===== src/design/rtat_pkg.sv =====
// ---------------------------------------------------------------------------
// rtat_pkg - range table address translator package
// Shared types, register indexes and window constants.
// ---------------------------------------------------------------------------
`default_nettype none

package rtat_pkg;

    localparam int TABLE_DEPTH = 16;

    localparam int ADDR_W  = 64;
    localparam int IDX_W   = 4;
    localparam int COUNT_W = 5;
    localparam int CFG_W   = 2;

    // operation codes carried by i_func
    localparam logic FUNC_WRITE     = 1'b0;
    localparam logic FUNC_TRANSLATE = 1'b1;

    // configuration register indexes
    typedef enum logic [CFG_W-1:0] {
        CFG_REMAP_EN    = 2'd0,
        CFG_VMEM_BASE   = 2'd1,
        CFG_ENTRY_COUNT = 2'd2
    } t_cfg_reg;

    // legacy video window
    localparam logic [ADDR_W-1:0] WIN_LO    = 64'h0000_0000_000A_0000;
    localparam logic [ADDR_W-1:0] WIN_MID   = 64'h0000_0000_000B_8000;
    localparam logic [ADDR_W-1:0] WIN_HI    = 64'h0000_0000_000C_0000;
    localparam logic [ADDR_W-1:0] EVEN_MASK = 64'h0000_0000_FFFF_FFFE;
    localparam logic [ADDR_W-1:0] PLANE_ADJ = 64'd2;

    // translate request travelling down the cell row
    typedef struct packed {
        logic              valid;
        logic              found;
        logic [ADDR_W-1:0] addr;
    } t_token;

    // table entry load
    typedef struct packed {
        logic [ADDR_W-1:0] base;
        logic [ADDR_W-1:0] size;
        logic [ADDR_W-1:0] offset;
    } t_entry;

endpackage

`default_nettype wire


===== src/design/rtat_cell.sv =====
// ---------------------------------------------------------------------------
// rtat_cell - one table entry of the search row
// Holds base, inclusive end and offset; checks the passing request.
// ---------------------------------------------------------------------------
`default_nettype none

module rtat_cell
    import rtat_pkg::*;
(
    input  wire logic   i_clk,
    input  wire logic   i_rst_n,
    input  wire logic   i_wr_en,
    input  wire t_entry i_wr,
    input  wire logic   i_active,
    input  wire t_token i_tok,
    output t_token      o_tok
);

    logic [ADDR_W-1:0] r_base;
    logic [ADDR_W-1:0] r_end;
    logic [ADDR_W-1:0] r_offset;
    t_token            r_tok;
    t_token            n_tok;
    logic              w_hit;

    // end kept pre-summed, wrapping modulo 2^64
    always_ff @(posedge i_clk) begin
        if (i_wr_en) begin
            r_base   <= i_wr.base;
            r_end    <= i_wr.base + i_wr.size;
            r_offset <= i_wr.offset;
        end
    end

    assign w_hit = i_tok.valid && !i_tok.found && i_active
                   && (i_tok.addr >= r_base) && (i_tok.addr <= r_end);

    always_comb begin
        n_tok = i_tok;
        if (w_hit) begin
            n_tok.found = 1'b1;
            n_tok.addr  = i_tok.addr + r_offset;
        end
    end

    // only the valid is reset; the data follows it unconditionally
    always_ff @(posedge i_clk) begin
        if (!i_rst_n) begin
            r_tok.valid <= 1'b0;
        end else begin
            r_tok.valid <= n_tok.valid;
        end
        r_tok.found <= n_tok.found;
        r_tok.addr  <= n_tok.addr;
    end

    assign o_tok = r_tok;

endmodule

`default_nettype wire


===== config.mk =====
export PLATFORM = sky130hd
export DESIGN_NAME = rtat_cell
export DESIGN_NICKNAME = d
export VERILOG_FILES = /design/src/design/rtat_pkg.sv /design/src/design/rtat_cell.sv
export SDC_FILE = /design/constraint.sdc
export NUM_CORES = 1
export LEC_CHECK = 0
export ABC_AREA = 1
export BUFFER_PORTS_ARGS = -buffer_cell sky130_fd_sc_hd__buf_2
export CORE_MARGIN = 1.5
export CORE_UTILIZATION = 59
export CTS_CLUSTER_DIAMETER = 40
export DETAILED_ROUTE_END_ITERATION = 8
export PLACE_DENSITY = 0.8
export SLEW_MARGIN = 20
export SYNTH_ARGS = -nofsm -noshare
export SYNTH_HDL_FRONTEND = slang
export SYNTH_SLANG_ARGS = --single-unit

===== constraint.sdc =====
create_clock -name i_clk -period 2.7 [get_ports i_clk]
set_clock_uncertainty 0.15 [all_clocks]
set_input_delay 0.405 -clock i_clk [delete_from_list [all_inputs] [get_ports i_clk]]
set_output_delay 0.405 -clock i_clk [all_outputs]
set_load 0.05 [all_outputs]

==> metrics.md, run 1 <==
| Metric | Value |
|---|---|
| EDFF count, synth | 192 |
| GRT worst endpoint | o_tok[35]$_DFF_P_/D |
| Err | [ERROR GRT-0232] Routing congestion too high. Check the congestion heatmap in the GUI. |
| Routability congestion estimate | 1.06 |
| Largest net degree at the start of global routing | 55 |
| Longest Clk Path Bufs | 3 |
| H-tree Lvls | 2 |
| Yosys reg bits | 258 |
| WEP type | register input |
| Syn nets | 3,782 |
| Stopped at | global routing (5_1_grt) |
| Io pins | 328 |
| Sequential share of the synthesized area | 0.321 |
| Setup Buffers After CTS | 0 |
| Post-synthesis async set-or-reset flop share | 0 |
| Root Driver | clkbuf_16 |
| Yosys warns | 0 |
| Post-synth cell types | 33 |
| PortBufs | 327 |
| Cts bufs inserted | 41 |
| Die span in x | 196 µm |
| Vert. Die Dim | 196 µm |
| Syn_area_per_cell | 6.76 µm² |
| Gr usage total | 0.692 |
| Starting Density | 0.601 |
| Synth Flop Type | edfxtp_1 |
| Mapped cell area | 22,100 µm² |
| Num rows | 70 |
| Placed Area | 25,800 µm² |
| Grt ovf | 96 |
| Clk sinks | 258 |
| Hpwl dp | 68,000 µm |
| Worst slack, placed | -0.189 ns |
| Mapped Cells | 3,264 |
| Status | did not finish |
[logic make-up after synthesis]
family	count (synthesis)	share of synthesized area
AOI/OAI and AO/OA	312	0.0773
buffers and inverters	666	0.118
adders and majority gates	256	0.146
DFF	258	0.321
xor gates and xnor gates	72	0.0286
and+or+nand+nor	1700	0.308
[cells in the mapped netlist, drive strengths merged, types with 2 or more instances]
cell	instances	share of area
o21ai	66	0.015
a21o	14	0.0048
nand2	1147	0.20
nor4	16	0.0045
fa	2	0.0018
dfxtp	66	0.060
a21oi	192	0.044
xor2	61	0.024
a21boi	7	0.0024
and3	4	0.0011
buf	21	0.0087
nand4	30	0.0085
nor3	21	0.0048
xnor2	11	0.0044
a31oi	5	0.0014
o21a	12	0.0041
edfxtp	192	0.26
nand3b	4	0.0014
and2	3	0.00085
nand3	185	0.042
o211ai	2	0.00068
inv	645	0.11
o21bai	13	0.0044
ha	254	0.14
nor2	289	0.049
[per-layer routing]
metal	overflow	global-route usage
met2	40	0.892
met5	0	0.213
met3	6	0.499
met1	0	0.700
met4	50	0.666
[per-stage QoR]
stage,instances,TNS [ns],hold slack [ns]
floorplan,3264,0,0.348
global placement,4257,-0.609,0.427
detailed placement,4257,-9.55,0.433
CTS,4497,0,0.00348
[repair_timing]
| action | 4_1_cts |
|---|---|
| hold endpoints to repair | 163 |
| resized for setup | 3 |
| hold buffers | 164 |
| endpoints found under the setup margin | 44 |
==> run 2, diff against run 1 <==
--- a/config.mk
+++ b/config.mk
@@ -8,10 +8,9 @@
 export ABC_AREA = 1
 export BUFFER_PORTS_ARGS = -buffer_cell sky130_fd_sc_hd__buf_2
 export CORE_MARGIN = 1.5
-export CORE_UTILIZATION = 59
-export CTS_CLUSTER_DIAMETER = 40
+export CORE_UTILIZATION = 40
 export DETAILED_ROUTE_END_ITERATION = 8
-export PLACE_DENSITY = 0.8
+export PLACE_DENSITY_LB_ADDON = 0.15
 export SLEW_MARGIN = 20
 export SYNTH_ARGS = -nofsm -noshare
 export SYNTH_HDL_FRONTEND = slang
==> run 2 against run 1 <==
Compared with the run above:
- synthesized cell count unchanged
- the flow now finishes without violations
- synthesized area stayed put
==> metrics.md, run 2 <==
| Metric | Value |
|---|---|
| Max Transition Viols Final | 0 |
| Mapped Cells | 3,264 (unchanged) |
| RSZ-0062 raised after global routing | true |
| Most common cell after layout, fill and taps aside | nand2_1 |
| Fillers | 5,350 |
| Worst hold start | i_tok[38] |
| Hpwl dp | 70,100 µm (+3.0%) |
| Startpoint types | input pin |
| Routability congestion estimate | 0.998 (-5.9%) |
| Yosys reg bits | 258 (unchanged) |
| Vias | 23,174 |
| Yosys warns | 0 (unchanged) |
| Cts bufs inserted | 34 (-17%) |
| PnR worst setup slack | 0.0410 ns |
| Post-route ant nets | 0 |
| CP max FO | 3 |
| Share of layout cells above drive strength 1 | 0.190 |
| Worst EP required | 2.90 ns |
| Longest Clk Path Bufs | 3 (unchanged) |
| TritonRoute pass-1 iters | 5 |
| Mapped cell area | 22,100 µm² (unchanged) |
| Global-route wire length before repair | 126,000 µm |
| EDFF count, synth | 192 (unchanged) |
| Yosys top cell by area | edfxtp_1 |
| Gr usage total | 0.295 |
| Syn nets | 3,782 (unchanged) |
| CTS tree | built |
| Drt total wl | 85,200 µm |
| Hold Path Depth | 3 |
| Worst-margin pin slew | 0.571 ns |
| Starting Density | 0.407 (-0.194) |
| Register area | 7090 µm² |
| Crit path capture type | flop |
| Initial antenna violation count | 3 |
| Top-count cell post-synth | nand2_1 |
| WS Path Type | input pin to flop |
| Worst reg2reg path startpoint | r_base[7] |
| Final period util | 0.985 |
| Vert. Die Dim | 238 µm (+21%) |
| FF-to-FF path depth | 17 |
| Num rows | 85 (+21%) |
| Post-synthesis async set-or-reset flop share | 0 (unchanged) |
| Root Driver | clkbuf_16 |
| Synth Flop Type | edfxtp_1 |
| Fin util | 0.551 |
| Largest net degree at the start of global routing | 65 |
| Synth top cells by count | 1,145 x nand2_1, 645 x inv_1, 287 x nor2_1 |
| Hold Path Class | input pin to flop |
| Top cell type's share of synthesized area | 0.261 (unchanged) |
| Post-DR vias/cell | 4.86 |
| Clk sinks | 258 (unchanged) |
| Drt drc | 0 |
| Sequential share of the synthesized area | 0.321 (unchanged) |
| Die span in x | 238 µm (+21%) |
| CP arrival | 2.86 ns |
| H-tree Lvls | 2 (unchanged) |
| Vias in the first global route | 22,751 |
| Achievable clock frequency | 0.376 GHz |
| PortBufs | 327 (unchanged) |
| Grt ovf | 0 |
| Reg clk slew, reported paths | 0.06 ns |
| Synth top area cells | edfxtp_1 26%, nand2_1 19%, ha_1 14% |
| Tmin final | 2.66 ns |
| Max-cap violations | 0 |
| RR Endpoint | o_tok[9] |
| Final net count | 4,566 |
| Area Growth Syn to Fin | 35.3% |
| Max reg flops | 66 |
| Die Area | 56,500 µm² |
| Max_slew headroom | 0.619 |
| Multi-input logic area | 12,700 µm² |
| Most frequent cells in the layout | 1,114 x nand2_1, 645 x inv_1, 326 x buf_2, 266 x nor2_1, 262 x buf_4 |
| Status | finished, final reports clean |
| Max VDD drop | 0.454 mV |
| Io pins | 328 (unchanged) |
| Final hold vios | 0 |
| Worst slack, placed | -0.222 ns (-0.0324 ns) |
| Post-DR wirelength/cell | 17.9 µm |
| Hold endpoint | o_tok[38] |
| Lkg Pwr | 16.2 nW |
| Power per standard cell area | 506 nW/µm² |
| Core ar. | 54,100 µm² |
| Syn_area_per_cell | 6.76 µm² (unchanged) |
| Skew-Pair Late Insertion Delay | 0.57 ns |
| Final Setup Violations | 0 |
| Setup slack on the worst flop-to-flop path | 0.15 ns |
| Iteration-0 DRC count of the detailed router | 1,525 |
| Post-synth cell types | 33 (unchanged) |
[run 2: critical path, stage by stage]
cell           delay (ns)
dlygate4sd3_1        0.52
buf_2                0.13
ha_1                 0.31
nand2_1              0.08
nand2_1              0.08
buf_4                0.13
a21oi_1              0.20
o21ai_0              0.19
a21oi_1              0.15
nand2_1              0.18
nand2_1              0.11
nand2_1              0.06
xor2_1               0.30
[run 2: final cells by class]
class	instances	area share
inverters	645	0.0812
clock buffers	37	0.0292
well taps	696	0.0292
clock inverters	24	0.00931
flip-flops and latches	258	0.238
repair buffers	769	0.186
multi-input cells	2340	0.427
diodes	3	0.000252
[run 2: worst max-delay path by stage]
stage | to | slack [ns] | startpoint | cells past startpoint
2_1_floorplan | r_end[58] | 0.27 | i_wr[64] | 14
3_3_place_gp | o_tok[9] | -0.27 | i_tok[7] | 16
3_5_place_dp | o_tok[9] | -0.22 | i_tok[7] | 16
4_1_cts | o_tok[46] | 0.004 | i_tok[0] | 19
5_1_grt | r_end[59] | -0.02 | i_wr[177] | 12
6_report | r_end[45] | 0.04 | i_wr[156] | 13
[run 2: power by group]
group | internal, mW | total, mW | switching, mW
Clock | 2.76 | 4.75 | 1.98
Combinational | 2.10 | 5.45 | 3.35
Sequential | 4.73 | 4.90 | 0.171
Total | 9.59 | 15.1 | 5.50
[run 2: cell families after synthesis]
group,synth area share
fa+ha+maj,0.146
buf+inv,0.118
compound gates,0.0773
xor+xnor,0.0286
flops,0.321
simple gates,0.308
[run 2: repair_timing]
item / CTS / global route
hold buffers: 166 / 0
cloned: 0 / 2
buffers inserted: 0 / 5
gates resized for setup: 1 / 116
endpoints found under the hold margin: 165 / 0
pin swaps: 0 / 13
endpoints found under the setup margin: 2 / 93
[run 2: through the flow]
| stage | cell area (µm²) | total power [mW] | hold WS (ns) | cells | TNS (ns) |
|---|---|---|---|---|---|
| global placement | 26500 | 10.0 | 0.432 | 4535 | -11.35 |
| floorplan | 22100 | 7.87 | 0.348 | 3264 | 0 |
| detailed placement | 26500 | 10.0 | 0.433 | 4535 | -10.08 |
| CTS | 29300 | 15.0 | 0.00102 | 4762 | 0 |
| global route | 29800 | 15.9 | 0.0209 | 4772 | -0.0982 |
| finish | 29800 | 15.1 | 0.0223 | 4772 | 0 |
[run 2: metal layers]
layer | share of wire | global-route usage | vias to the layer above | routed length (µm)
met1 | 0.44 | 0.384 | 10484 | 37500
met3 | 0.052 | 0.0260 | 147 | 4410
met5 | 0 | 0 | - | 0
met2 | 0.47 | 0.509 | 661 | 40200
li1 | - | - | 11882 | -
met4 | 0.037 | 0.106 | 0 | 3120
No activity file was read; power rests on OpenSTA's default activity.
