## src/design/rtat_pkg.sv

```systemverilog
// ---------------------------------------------------------------------------
// rtat_pkg - range table address translator package
// Shared types, register indexes and window constants.
// ---------------------------------------------------------------------------
`default_nettype none

package rtat_pkg;

    localparam int TABLE_DEPTH = 16;

    localparam int ADDR_W  = 64;
    localparam int IDX_W   = 4;
    localparam int COUNT_W = 5;
    localparam int CFG_W   = 2;

    // operation codes carried by i_func
    localparam logic FUNC_WRITE     = 1'b0;
    localparam logic FUNC_TRANSLATE = 1'b1;

    // configuration register indexes
    typedef enum logic [CFG_W-1:0] {
        CFG_REMAP_EN    = 2'd0,
        CFG_VMEM_BASE   = 2'd1,
        CFG_ENTRY_COUNT = 2'd2
    } t_cfg_reg;

    // legacy video window
    localparam logic [ADDR_W-1:0] WIN_LO    = 64'h0000_0000_000A_0000;
    localparam logic [ADDR_W-1:0] WIN_MID   = 64'h0000_0000_000B_8000;
    localparam logic [ADDR_W-1:0] WIN_HI    = 64'h0000_0000_000C_0000;
    localparam logic [ADDR_W-1:0] EVEN_MASK = 64'h0000_0000_FFFF_FFFE;
    localparam logic [ADDR_W-1:0] PLANE_ADJ = 64'd2;

    // translate request travelling down the cell row
    typedef struct packed {
        logic              valid;
        logic              found;
        logic [ADDR_W-1:0] addr;
    } t_token;

    // table entry load
    typedef struct packed {
        logic [ADDR_W-1:0] base;
        logic [ADDR_W-1:0] size;
        logic [ADDR_W-1:0] offset;
    } t_entry;

endpackage

`default_nettype wire

```

## src/design/rtat_remap.sv

```systemverilog
// ---------------------------------------------------------------------------
// rtat_remap - legacy window remap
// Two registered steps: low window first, then the text window.
// ---------------------------------------------------------------------------
`default_nettype none

module rtat_remap
    import rtat_pkg::*;
(
    input  wire logic              i_clk,
    input  wire logic              i_rst_n,
    input  wire logic              i_valid,
    input  wire logic [ADDR_W-1:0] i_addr,
    input  wire logic              i_remap_en,
    input  wire logic [ADDR_W-1:0] i_vmem_base,
    output t_token                 o_tok
);

    logic              r_s1_valid;
    logic [ADDR_W-1:0] r_s1_addr;
    logic              n_s1_valid;
    logic [ADDR_W-1:0] n_s1_addr;
    t_token            r_s2;
    t_token            n_s2;

    // step one: 0xA0000..0xB7FFF
    always_comb begin
        n_s1_valid = i_valid;
        n_s1_addr  = i_addr;
        if (i_remap_en && (i_addr >= WIN_LO) && (i_addr < WIN_MID)) begin
            n_s1_addr = ((i_addr - WIN_LO) << 2) + PLANE_ADJ + i_vmem_base;
        end
    end

    // step two: 0xB8000..0xBFFFF, on the result of step one
    always_comb begin
        n_s2.valid = r_s1_valid;
        n_s2.found = 1'b0;
        n_s2.addr  = r_s1_addr;
        if (i_remap_en && (r_s1_addr >= WIN_MID) && (r_s1_addr < WIN_HI)) begin
            n_s2.addr = (((r_s1_addr & EVEN_MASK) - WIN_MID) << 2)
                        + {{(ADDR_W-1){1'b0}}, r_s1_addr[0]} + i_vmem_base;
        end
    end

    // only the valids are reset; the data follows them unconditionally
    always_ff @(posedge i_clk) begin
        if (!i_rst_n) begin
            r_s1_valid <= 1'b0;
            r_s2.valid <= 1'b0;
        end else begin
            r_s1_valid <= n_s1_valid;
            r_s2.valid <= n_s2.valid;
        end
        r_s1_addr  <= n_s1_addr;
        r_s2.found <= n_s2.found;
        r_s2.addr  <= n_s2.addr;
    end

    assign o_tok = r_s2;

endmodule

`default_nettype wire

```

## config.mk

```make
export PLATFORM = sky130hd
export DESIGN_NAME = rtat_remap
export DESIGN_NICKNAME = d
export VERILOG_FILES = /design/src/design/rtat_pkg.sv /design/src/design/rtat_remap.sv
export SDC_FILE = /design/constraint.sdc
export NUM_CORES = 1
export LEC_CHECK = 0
export ABC_CLOCK_PERIOD_IN_PS = 5900
export BUFFER_PORTS_ARGS = -buffer_cell sky130_fd_sc_hd__buf_4
export CORE_ASPECT_RATIO = 1.75
export CORE_MARGIN = 4
export CORE_UTILIZATION = 40
export CTS_CLUSTER_DIAMETER = 40
export DETAILED_ROUTE_END_ITERATION = 7
export GPL_TIMING_DRIVEN = 0
export PLACE_DENSITY = 0.59
export SYNTH_ARGS = -nofsm -noshare
export SYNTH_HDL_FRONTEND = slang
export SYNTH_SLANG_ARGS = --single-unit
```

## constraint.sdc

```tcl
create_clock -name i_clk -period 5.9 [get_ports i_clk]
set_input_delay 0 -clock i_clk [delete_from_list [all_inputs] [get_ports i_clk]]
set_output_delay 0 -clock i_clk [all_outputs]
set_load 0.02 [all_outputs]
```

Yosys cells after proc, flatten, opt, wreduce, memory -nomap -nowiden

Index checks and enable logic that the tools add are counted.

$lt $le $gt $ge: 4
Mux-type cells: 2
$add $sub $neg: 6
Reduce and logical (&&, ||, !) cells: 4

Operators by type and width:

| operator                 | number |
|---|---|
| $add A64 B64 Y64         | 2 |
| $ge A64 B20 Y1 const B   | 2 |
| $lt A64 B20 Y1 const B   | 2 |
| $mux W64                 | 2 |
| $add A64 B2 Y64 const B  | 1 |
| $sub A62 B20 Y62 const B | 1 |
| $add A35 B2 Y36          | 1 |
| $sub A32 B20 Y33 const B | 1 |
| $logic_and A1 B1 Y1      | 4 |

Input bits: 132
Flip-flop bits (word level): 130
Output and inout port bits: 66
Word-level logic and storage cells: 20

Longest topological paths before layout

Depth in word-level cells: 4
Gate-level depth with buffers: 22
Depth with buffers taken out: 21

Least setup slack after synthesis

No wires, ideal clock.

Path kind: reg2reg
Start point: register r_s1_addr[25]
End point: register r_s2, in the netlist o_tok[59]
Arrival time: 4.920 ns
Library setup time: 0.114 ns
Data required time: 5.786 ns
Cell stages (with the launch flop): 17
Path buffers: 0
Period minus slack after synthesis: 5.034 ns
Setup slack: 0.866 ns
Cell sequence: dfxtp_1 or3_1 or4_1 nor2_1 nand3_1 nor2_1 ha_1 a21o_1 o21bai_1 a221oi_1 nand2_1 a2111o_1 nand2_1 o31a_1 o21ai_0 xor2_1 a21o_1

RTL lines:

| element                | line             | RTL |
|---|---|---|
| start, declared        | rtat_remap.sv:20 | `logic [ADDR_W-1:0] r_s1_addr;` |
| start signal, assigned | rtat_remap.sv:55 | `r_s1_addr <= n_s1_addr;` |
| end, declared          | rtat_remap.sv:23 | `t_token r_s2;` |

Final worst setup path

Start point: input i_addr[29]
End point: register r_s1_addr[63]

Word-level cells in the longest chain between the ends: 4
Elaborated cells on any way between the ends: 8
Those cells by class: add/sub (3); order compare (2); mux (1); reduce/logical (2)

Ends and longest elaborated chain:

| element                                                 | line                               | RTL |
|---|---|---|
| start, declared                                         | rtat_remap.sv:13                   | `input wire logic [ADDR_W-1:0] i_addr,` |
| $sub A62 B20 Y62 or $ge A64 B20 Y1 (tied branches)      | rtat_remap.sv:31, rtat_remap.sv:30 |  |
| $add A64 B2 Y64 or $logic_and A1 B1 Y1 (tied branches)  | rtat_remap.sv:31, rtat_remap.sv:30 |  |
| $add A64 B64 Y64 or $logic_and A1 B1 Y1 (tied branches) | rtat_remap.sv:31, rtat_remap.sv:30 |  |
| $mux W64 (*)                                            | rtat_remap.sv:30                   | `if (i_remap_en && (i_addr >= WIN_LO) && (i_addr < WIN_MID)) begin` |
| net n_s1_addr[63]                                       | rtat_remap.sv:22                   | `logic [ADDR_W-1:0] n_s1_addr;` |

Mark *: on every way through the listed nets, which the timed path passes. The rest lies on a longest branch.
A chain may end at the register's enable or synchronous reset.

==> flow_summary.json <==
{
  "slew_headroom": 0.229,
  "timing.final.crit_share": 0.951,
  "vias": 13400,
  "post-dp-hpwl_um": 39900,
  "async_reset_ff_frac": 0,
  "powerDensity_nw_per_um2": 203,
  "crit_buf_inv": 5,
  "critPathCaptureType": "flip-flop",
  "htreeDepth": 4,
  "dieWidth_um": 141,
  "startpoint_type": "primary input",
  "synth_top_flop_cell": "dfxtp_1",
  "cp_max_fo": 10,
  "fin_cells": 2298,
  "detail_route.wl_per_cell_um": 21.1,
  "min_period_ns": 5.61,
  "cts.clk_slew.worst_paths_ns": 0.07,
  "globalplace.congestion": 0.972,
  "finalHoldViolations": 0,
  "io_pins": 198,
  "utilization": 0.515,
  "die_area_um2": 33900,
  "drtIter0Drc": 789,
  "final_layout_size_suffix_gt1_frac": 0.143,
  "syn_area_per_cell_um2": 7.72,
  "worst_hold_slack_ns": 0.0394,
  "cts.sinks": 130,
  "post-route-worst-setup-slack_ns": 0.292,
  "pre_cts_ws_ns": -0.415,
  "cts_tree": "done",
  "ys_warn_count": 0,
  "cts_made_buffers": 17,
  "netlist_area_um2": 12400,
  "arrival_ns": 5.96,
  "syn_to_final_growth_pct": 27.4,
  "antenna_left": 0,
  "required_ns": 6.25,
  "synth_edf_count": 0,
  "path_class": "in -> reg",
  "grtUsageTotal": 0.276,
  "r2r-end": "o_tok[59]",
  "r2r_cells": 18,
  "drv_slew": 0,
  "syn_nets": 1865,
  "fillCellCount": 3068,
  "antenna_found_initial": 0,
  "dieHeight_um": 241,
  "ff2ff_setup_slack_ns": 0.50,
  "hold_path_depth": 4,
  "hold_class": "in -> reg",
  "first_global_vias": 13500,
  "clockBufferDepth": 2,
  "outcome": "finished clean",
  "core_area_um2": 30600,
  "skew_ns": 0.0127,
  "setup_viol": 0,
  "seq_area_frac_synth": 0.210,
  "drc": 0,
  "clock_latency_ns": 0.46,
  "holdPathEnd": "o_tok[5]",
  "yosysUniqueCellTypes": 76,
  "diodes": 0,
  "port_buffers": 196,
  "grt_max_degree": 18,
  "seq_area_um2": 2600,
  "path_delay_family": "simple AND/OR/NAND/NOR gates",
  "critical-path-slowest-cell": "or4_1",
  "first_pass_iters": 5,
  "clock.fmax_ghz": 0.178,
  "worstPathCellList": "dlygate4sd3_1 > buf_4 > nor4_2 > nand2b_1 > or2_2 > buf_4 > or4_1 > nor4_2 > nand2_1 > nor3b_1 > xnor2_1 > ha_1 > clkbuf_1 > nand4_1 > nor3_1 > inv_1 > o221ai_1 > o21bai_1 > a211o_1 > a31oi_1 > o2111ai_1 > xnor2_1 > a21o_1",
  "final_common_cell": "buf_4",
  "maxCapViolations": 0,
  "setup_tns_ns": 0,
  "grt_overflow": 0,
  "final_cell_mix": "206 x buf_4, 157 x nand2_1, 143 x a21oi_1",
  "dp_cells": 2192,
  "initial_core_util": 0.404,
  "ir_drop_mv": 0.225,
  "synth_seq_cells": 130,
  "holdCritStartpoint": "i_vmem_base[5]",
  "nNetsFinal": 2156,
  "grt_pass1_wl_um": 72500,
  "root_buffer": "clkbuf_16",
  "grt_setup_unrepaired": "false",
  "p_leak_nw": 7.41,
  "multi_input_area_um2": 9370,
  "r2r_start": "r_s1_addr[25]",
  "worst_pin_slew_ns": 1.14,
  "std_cell_rows": 85,
  "synthCells": 1603,
  "via_per_inst": 5.84,
  "drt_wl_total_um": 48500,
  "critPathMaxStageDelay_ns": 0.56
}
==> tightest hold or removal path, cell delays in order <==
cell     delay, ns
buf_4         0.10
ha_1          0.16
xor2_1        0.07
o21ai_0       0.13
==> stage by stage <==
step	area [µm²]	total power, mW
2_1_floorplan	12400	1.65
5_1_grt	15800	3.34
3_3_place_gp	14300	2.00
6_report	15800	3.19
3_5_place_dp	14400	2.00
4_1_cts	15700	3.20
==> timing repair <==
item	in CTS	in global routing
buffers inserted	0	1
gates resized for setup	0	5
endpoints found under the hold margin	70	0
hold buffers	73	0
endpoints found under the setup margin	0	12
==> metal layers <==
metal | vias to the layer above | global-route usage | share of wire
met5 | - | 0 | 0
met4 | 0 | 0.187 | 0.072
met3 | 162 | 0.0311 | 0.039
met2 | 463 | 0.527 | 0.53
met1 | 6301 | 0.278 | 0.36
li1 | 6488 | - | -
==> how the worst max path moves through the flow <==
stage	start	endpoint	slack, ns	cells past startpoint
3_3_place_gp	r_s1_addr[25]	o_tok[59]	-0.91	17
3_5_place_dp	i_addr[17]	r_s1_addr[63]	-0.41	20
4_1_cts	r_s1_addr[25]	o_tok[63]	0.03	18
5_1_grt	i_addr[29]	r_s1_addr[63]	0.07	23
6_report	i_addr[29]	r_s1_addr[63]	0.29	23
2_1_floorplan	r_s1_addr[25]	o_tok[59]	0.87	16
==> report_power, final <==
group	leakage (nW)	switching, mW	internal [mW]
Clock	0.297	0.478	0.677
Sequential	1.10	0.0277	0.925
Combinational	6.02	0.630	0.456
Total	7.41	1.14	2.06
==> cells by family (layout without fill, tap and decap cells) <==
kind of cell / count (synthesis) / after routing / share of synthesized area
adders and majority gates: 130 / 130 / 0.132
xor gates and xnor gates: 170 / 170 / 0.120
and+or+nand+nor: 505 / 505 / 0.207
AOI/OAI and AO/OA: 556 / 556 / 0.293
other: 1 / 1 / 0.000303
buffers and inverters: 109 / 413 / 0.0359
muxes: 2 / 2 / 0.00162
DFF: 130 / 130 / 0.210
==> sequential cells by signal (all words and copies together), names as in the netlist <==
| signal | count |
|---|---|
| o_tok | 65 |
| r_s1_valid | 1 |
| r_s1_addr | 64 |
==> area by class of cell <==
type | instances | share of cell area
well taps | 391 | 0.0310
repair buffers | 272 | 0.142
clock inverters | 15 | 0.0124
inverters | 42 | 0.0100
multi-input cells | 1364 | 0.595
flip-flops and latches | 130 | 0.165
clock buffers | 17 | 0.0270
plain buffers | 67 | 0.0182
==> synth_stat cells (8+ instances only) <==
master	n	area [µm²]
nand2_1	157	589
a21oi_1	143	716
a21o_1	137	1030
dfxtp_1	130	2600
ha_1	129	1610
o21ai_0	113	566
xnor2_1	92	806
nor2_1	84	315
xor2_1	78	683
clkbuf_1	55	206
inv_1	42	158
nand4_1	41	257
nor3_1	39	195
nand3_1	34	170
o21bai_1	27	203
nor4_1	25	156
nor2b_1	20	125
nand2b_1	18	113
a31oi_1	17	106
and3_1	17	106
or3_1	17	106
o211ai_1	15	113
a211oi_1	13	97.6
and2_1	10	62.6
o31ai_1	10	75.1
buf_4	8	60.1
o21a_1	8	60.1
or4_1	8	60.1
No activity file was read; power rests on OpenSTA's default activity.
